### config.mk
export PLATFORM = sky130hd
export DESIGN_NAME = sos_ctrl
export DESIGN_NICKNAME = d
export VERILOG_FILES = /design/src/rtl/core/sos_pkg.sv /design/src/rtl/core/sos_ctrl.sv
export VERILOG_INCLUDE_DIRS = /design/src /design/src/rtl/core
export SDC_FILE = /design/constraint.sdc
export NUM_CORES = 1
export LEC_CHECK = 0
export BUFFER_PORTS_ARGS = -buffer_cell sky130_fd_sc_hd__buf_2
export CAP_MARGIN = 20
export CORE_AREA = 2 2 39 41
export DETAILED_ROUTE_END_ITERATION = 7
export DIE_AREA = 0 0 41 43
export PLACE_DENSITY = 0.73
export SYNTH_ARGS = -nofsm -noshare
export SYNTH_HDL_FRONTEND = slang
export SYNTH_SLANG_ARGS = --single-unit
### constraint.sdc
create_clock -name clock -period 1.8 [get_ports clock]
set_input_delay 0.18 -clock clock [delete_from_list [all_inputs] [get_ports clock]]
set_output_delay 0.18 -clock clock [all_outputs]
set_load 0.02 [all_outputs]
### src/rtl/core/set_of_stacks_engine_unit_defines.svh
// Assertion macros shared by the set-of-stacks engine modules.
// Depends on nothing; included by the controller and the datapath.
`ifndef SET_OF_STACKS_ENGINE_UNIT_DEFINES_SVH
`define SET_OF_STACKS_ENGINE_UNIT_DEFINES_SVH

// The consequent must hold in the same cycle as the antecedent.
`define SOS_ASSERT_NOW(label, clk, rst, ante, cons, msg) \
   label: assert property (@(posedge clk) disable iff (rst) (ante) |-> (cons)) \
      else $error(msg);

// The consequent must hold in the cycle after the antecedent.
`define SOS_ASSERT_NEXT(label, clk, rst, ante, cons, msg) \
   label: assert property (@(posedge clk) disable iff (rst) (ante) |=> (cons)) \
      else $error(msg);

`endif

### src/rtl/core/sos_pkg.sv
// Shared types and constants of the set-of-stacks engine.
// Used by the controller, the datapath and the top level; depends on nothing.
package sos_pkg;

   localparam logic [1:0] OP_PUSH  = 2'd0;
   localparam logic [1:0] OP_POP   = 2'd1;
   localparam logic [1:0] OP_TOP   = 2'd2;
   localparam logic [1:0] OP_POPAT = 2'd3;

   localparam logic [1:0] ST_OK    = 2'd0;
   localparam logic [1:0] ST_EMPTY = 2'd1;
   localparam logic [1:0] ST_RANGE = 2'd2;
   localparam logic [1:0] ST_FULL  = 2'd3;

   localparam logic [4:0]  CAPACITY_RESET = 5'd10;
   localparam logic [31:0] WORD_MIN       = 32'h8000_0000;

   localparam int          CSR_ADDR_W        = 2;
   localparam logic [1:0]  CSR_CAPACITY_ADDR = 2'd0;

   typedef struct packed {
      logic [1:0]         opcode;
      logic signed [31:0] push_value;
      logic [3:0]         stack_index;
   } req_data_type;

   typedef struct packed {
      logic signed [31:0] read_value;
      logic [1:0]         status;
   } rsp_data_type;

   typedef struct packed {
      logic       latch_req;
      logic       fill_rd;
      logic       fill_rd_idx;
      logic       cur_inc;
      logic       cur_dec;
      logic       fill_wr_inc;
      logic       fill_wr_dec;
      logic       word_wr;
      logic       word_rd;
      logic       set_result;
      logic [1:0] result_status;
      logic       result_min;
      logic       result_word;
      logic       load_rsp;
   } ctl_cmd_type;

   typedef struct packed {
      logic [1:0] req_op;
      logic [1:0] op;
      logic       fill_full;
      logic       fill_zero;
      logic       cur_zero;
      logic       cur_last;
      logic       idx_range;
      logic       rsp_busy;
   } ctl_sts_type;

endpackage

### src/rtl/core/sos_ctrl.sv
// Controller of the set-of-stacks engine: sequences each item through the
// fill-count read, an optional step to a neighbor sub-stack and a store read or write.
// Depends on sos_pkg and the assertion macros header.
`include "set_of_stacks_engine_unit_defines.svh"

module sos_ctrl (
   input  logic                clock,
   input  logic                reset,
   input  logic                req_valid,
   output logic                req_stall,
   input  sos_pkg::ctl_sts_type sts,
   output sos_pkg::ctl_cmd_type cmd
);
   import sos_pkg::*;

   typedef enum logic [4:0] {
      S_IDLE  = 5'b00001,
      S_FILL  = 5'b00010,
      S_FILL2 = 5'b00100,
      S_WORD  = 5'b01000,
      S_DONE  = 5'b10000
   } state_type;

   state_type state_ff;
   state_type state_in;
   logic      accept;

   assign req_stall = (state_ff != S_IDLE);
   assign accept    = req_valid && !req_stall;

   always_comb begin
      cmd      = '0;
      state_in = state_ff;
      unique case (state_ff)
         S_IDLE: begin
            if (accept) begin
               cmd.latch_req   = 1'b1;
               cmd.fill_rd     = 1'b1;
               cmd.fill_rd_idx = (sts.req_op == OP_POPAT);
               state_in        = S_FILL;
            end
         end
         S_FILL: begin
            case (sts.op) inside
               OP_PUSH: begin
                  if (sts.fill_full) begin
                     if (sts.cur_last) begin
                        cmd.set_result    = 1'b1;
                        cmd.result_status = ST_FULL;
                        state_in          = S_DONE;
                     end else begin
                        cmd.cur_inc = 1'b1;
                        cmd.fill_rd = 1'b1;
                        state_in    = S_FILL2;
                     end
                  end else begin
                     cmd.word_wr       = 1'b1;
                     cmd.fill_wr_inc   = 1'b1;
                     cmd.set_result    = 1'b1;
                     cmd.result_status = ST_OK;
                     state_in          = S_DONE;
                  end
               end
               OP_POP, OP_TOP: begin
                  if (sts.fill_zero) begin
                     if (sts.cur_zero) begin
                        cmd.set_result    = 1'b1;
                        cmd.result_status = ST_EMPTY;
                        cmd.result_min    = (sts.op == OP_TOP);
                        state_in          = S_DONE;
                     end else begin
                        cmd.cur_dec = 1'b1;
                        cmd.fill_rd = 1'b1;
                        state_in    = S_FILL2;
                     end
                  end else if (sts.op == OP_POP) begin
                     cmd.fill_wr_dec   = 1'b1;
                     cmd.set_result    = 1'b1;
                     cmd.result_status = ST_OK;
                     state_in          = S_DONE;
                  end else begin
                     cmd.word_rd = 1'b1;
                     state_in    = S_WORD;
                  end
               end
               default: begin
                  cmd.set_result = 1'b1;
                  if (sts.idx_range) begin
                     cmd.result_status = ST_RANGE;
                  end else if (sts.fill_zero) begin
                     cmd.result_status = ST_EMPTY;
                  end else begin
                     cmd.fill_wr_dec   = 1'b1;
                     cmd.result_status = ST_OK;
                  end
                  state_in = S_DONE;
               end
            endcase
         end
         S_FILL2: begin
            if (sts.op == OP_PUSH) begin
               cmd.word_wr       = 1'b1;
               cmd.fill_wr_inc   = 1'b1;
               cmd.set_result    = 1'b1;
               cmd.result_status = ST_OK;
               state_in          = S_DONE;
            end else if (sts.fill_zero) begin
               cmd.set_result    = 1'b1;
               cmd.result_status = ST_EMPTY;
               cmd.result_min    = (sts.op == OP_TOP);
               state_in          = S_DONE;
            end else if (sts.op == OP_POP) begin
               cmd.fill_wr_dec   = 1'b1;
               cmd.set_result    = 1'b1;
               cmd.result_status = ST_OK;
               state_in          = S_DONE;
            end else begin
               cmd.word_rd = 1'b1;
               state_in    = S_WORD;
            end
         end
         S_WORD: begin
            cmd.set_result    = 1'b1;
            cmd.result_status = ST_OK;
            cmd.result_word   = 1'b1;
            state_in          = S_DONE;
         end
         S_DONE: begin
            if (!sts.rsp_busy) begin
               cmd.load_rsp = 1'b1;
               state_in     = S_IDLE;
            end
         end
         default: begin
            state_in = S_IDLE;
         end
      endcase
   end

   always_ff @(posedge clock) begin
      if (reset) begin
         state_ff <= S_IDLE;
      end else begin
         state_ff <= state_in;
      end
   end

   `SOS_ASSERT_NEXT(a_accept_to_fill, clock, reset, accept, state_ff == S_FILL, "item accepted without fill read")
   `SOS_ASSERT_NEXT(a_step_to_fill2, clock, reset, cmd.cur_inc || cmd.cur_dec, state_ff == S_FILL2, "pointer step without second fill read")

endmodule

======== After elaboration in Yosys (flattened, before gate mapping) ========
Index checks and enable logic that the tools add are counted.
word-level totals
  register bits after elaboration ......... 5
  logic and storage cells ................. 79
  output and inout port bits .............. 16
operators by class
  muxes and demuxes ....................... 62
  eq/ne operators ......................... 11
  reductions and logical operators ........ 5
operators by type and width
  kind                  number
  $mux W5               11
  $mux W1               34
  $mux W3               9
  $pmux W5 S5           1
  $pmux W3 S3           1
  $pmux W4 S2           1
  $eq A5 B1 Y1 const B  1
  $eq A5 B2 Y1 const B  1
  $eq A5 B3 Y1 const B  1
  $eq A5 B4 Y1 const B  1
  $eq A5 B5 Y1 const B  1
  $ne A5 B1 Y1 const B  1
  $eq A2 B2 Y1 const B  2
  $mux W2               2
  $mux W4               1
  $ne A2 B2 Y1 const B  2
  $pmux W1 S2           2
  $eq A2 B1 Y1 const B  1
  $logic_not A2 Y1      1
  $reduce_and A2 Y1     1
  $reduce_or A2 Y1      1
  $logic_and A1 B1 Y1   1
  $logic_not A1 Y1      1

======== Logic depth before layout (Yosys ltp) ========
  depth after elaboration ................. 6
  mapped depth ............................ 6
  gate-level depth less buffers ........... 6

======== Worst setup path after synthesis ========
Ideal clock, no wire load.
  path kind ............................... flip-flop to output port
  start ................................... reg state_ff[2]
  end ..................................... out cmd[9] (netlist bit)
  setup slack ............................. -89 ps
  arrival ................................. 1709 ps
  cell stages (with the launch flop) ...... 7
  buffers on the path ..................... 2
  path through ............................ dfxtp_1 > or4b_4 > or2_1 > buf_6 > nor2_1 > o21a_1 > buf_4
RTL lines
  what                      line             source
  start: declaration        sos_ctrl.sv:24   state_type state_ff;
  start signal: assignment  sos_ctrl.sv:144  state_ff <= state_in;
  end: declaration          sos_ctrl.sv:12   output sos_pkg::ctl_cmd_type cmd

==> flow_summary.json <==
{
  "fin_skew_ps": 4.39,
  "drtIter0Drc": 26,
  "path_max_fanout": 7,
  "relSlewSlack_pct": 81.8,
  "drv_slew": 0,
  "cp.arrival_ps": 1890,
  "min_path_type": "in -> reg",
  "h-tree-depth": 1,
  "largest_reg_flops": 5,
  "ant_nets": 0,
  "n_antenna_cell": 0,
  "numClockSinks": 5,
  "nNetsFinal": 129,
  "tns_ps": -2000,
  "syn_to_final_growth_pct": 66.4,
  "fmax_mhz": 484,
  "violations": "setup timing",
  "dpl-instance-area_sq_um": 706,
  "wl_microns": 1680,
  "hpwl_microns": 1090,
  "hold_violations": 0,
  "layout_commonest_cell": "buf_2",
  "leakage_nw": 0.429,
  "critical_path_class": "reg -> out",
  "finalCritPeriodShare_pct": 115,
  "finalCriticalPeriod_ps": 2070,
  "drcViolationCount": 0,
  "vias": 680,
  "fp-row-count": 14,
  "grt_antenna_before_repair": 0,
  "overflow": 0,
  "path_clk_slew_ps": 50,
  "dieArea_sq_um": 1760,
  "power_density_nw_per_um2": 418,
  "wl_per_cell_microns": 13.2,
  "synth_area_per_cell_sq_um": 7.28,
  "holdBufCountCts": 0,
  "clockRootBuffer": "clkbuf_4",
  "grt.total_usage_pct": 19.8,
  "cp-end-kind": "output port",
  "dieWidth_microns": 41,
  "grt_pass1_vias": 552,
  "max_slew.worst_pin.slew_ps": 273,
  "final_cell_mix": "17 x buf_2, 10 x buf_6, 10 x buf_4",
  "seq_area_frac_synth_pct": 18.8,
  "synth_cell_type_count": 32,
  "worst_setup_path_start_kind": "register",
  "dr.pass1.iters": 4,
  "crit_required_ps": 1620,
  "syn_area_sq_um": 532,
  "hold-worst-slack_ps": 159,
  "io_buffers": 28,
  "netlist_instances": 73,
  "cts_tree": "yes",
  "report.final.setup_viol": 11,
  "dieHeight_microns": 43,
  "synth-seq-cells": 5,
  "synthesis.nets": 90,
  "clock_latency_ps": 240,
  "status": "complete, but fails checks",
  "top_register": "state_ff",
  "cts.path.max_buffers": 2,
  "routabilityCongestion": 0.824,
  "grt_start_max_net_pins": 9,
  "cts_buffers": 3,
  "initial_core_util_pct": 38.4,
  "core_sq_um": 1380,
  "max_cap_viol_count": 0,
  "drt-vias-per-instance": 5.35,
  "io_pins": 29,
  "grt_pass1_wl_microns": 2380,
  "layout-drive-gt1-share_pct": 49.5,
  "reg.largest.list": "state_ff (5)",
  "rsz0062_at_grt": "true",
  "yosys_warnings": 0,
  "fin_ws_ps": -267,
  "postLayoutCellArea_sq_um": 885,
  "peakVddDrop_mv": 0.275,
  "power_mw": 0.370
}
==> worst paths after layout <==
kind / start / to / slack, ps / cells after the start
setup / recovery: state_ff[0]$_SDFFE_PP1P_ / cmd[8] / -270 / 5
hold / removal: reset / state_ff[2]$_SDFFE_PP0P_ / 160 / 2
setup reg to reg: state_ff[0]$_SDFFE_PP1P_ / state_ff[2]$_SDFFE_PP0P_ / 300 / 4
hold reg to reg: state_ff[0]$_SDFFE_PP1P_ / state_ff[1]$_SDFFE_PP0P_ / 650 / 3
==> cell usage after synthesis <==
cell | instances | area [sq um]
a21oi_1 | 5 | 25.0
buf_6 | 1 | 11.3
nor2b_1 | 5 | 31.3
o221a_1 | 1 | 11.3
or2_1 | 1 | 6.26
a31oi_1 | 2 | 12.5
o22ai_1 | 1 | 6.26
nand3b_1 | 2 | 15.0
nor3_1 | 1 | 5.00
nand4_1 | 1 | 6.26
nand2_1 | 4 | 15.0
a221o_1 | 1 | 10.0
nand3_1 | 3 | 15.0
nand2b_1 | 2 | 12.5
nor3b_1 | 1 | 7.51
or4b_4 | 1 | 13.8
and3_1 | 2 | 12.5
o31ai_1 | 1 | 7.51
ha_1 | 4 | 50.1
nor2_1 | 12 | 45.0
o21a_1 | 1 | 7.51
dfxtp_1 | 5 | 100
clkbuf_1 | 1 | 3.75
and3b_1 | 2 | 17.5
inv_1 | 5 | 18.8
and4bb_2 | 1 | 12.5
a21o_1 | 1 | 7.51
a32oi_1 | 1 | 8.76
a2bb2oi_1 | 1 | 8.76
o21ai_0 | 2 | 10.0
nor3_2 | 1 | 10.0
buf_4 | 1 | 7.51
==> cells by family (layout without fill, tap and decap cells) <==
group	after synthesis	in the layout	share of synthesized area, %
flip-flops	5	5	18.8
adder cells (fa/ha/maj)	4	4	9.41
AO/OA/AOI/OAI	17	17	21.6
AND/OR/NAND/NOR	39	39	42.3
buffers and inverters	8	46	7.76
==> metal layers <==
metal	up-vias	GRT usage (%)	wire, microns
li1	337	-	-
met1	317	27.2	709
met2	26	28.7	868
met3	0	4.19	99
met4	0	8.67	0
met5	-	0	0
==> critical path, stage by stage, from the launching register on <==
cell	delay [ps]
dfxtp_1	300
or4b_4	540
or2_4	320
a21oi_2	150
o221a_1	220
buf_6	120
==> metrics by stage <==
stage / std cells / worst slack, ps / util (%)
4_1_cts: 125 / -187 / 59.1
5_1_grt: 127 / -324 / 63.9
2_1_floorplan: 73 / -15.1 / -
6_report: 127 / -267 / 63.9
3_3_place_gp: 118 / 9.93 / 51.0
3_5_place_dp: 118 / -18.5 / 51.0
==> timing repair <==
action | 4_1_cts | 5_1_grt
setup buffers | 3 | 2
gates cloned | 0 | 0
gates resized for setup | 21 | 14
hold endpoints to repair | 0 | 0
pin swaps | 4 | 6
setup endpoints to repair | 11 | 11
==> report_power, final <==
group	switching, mW	total [mW]	leakage [nW]	internal [mW]
clock network	0.0448	0.129	0.0150	0.0837
registers	0.00211	0.117	0.0413	0.115
logic	0.0710	0.125	0.372	0.0536
total	0.118	0.370	0.429	0.252
==> cell type report <==
cell class | count | area, sq um
fillers | 120 | 499
multi-input cells | 60 | 445
repair buffers | 37 | 273
flip-flops and latches | 5 | 101
clock buffers | 4 | 26.3
well taps | 16 | 20.0
inverters | 5 | 18.8
Power figures use the tool's default switching activity.
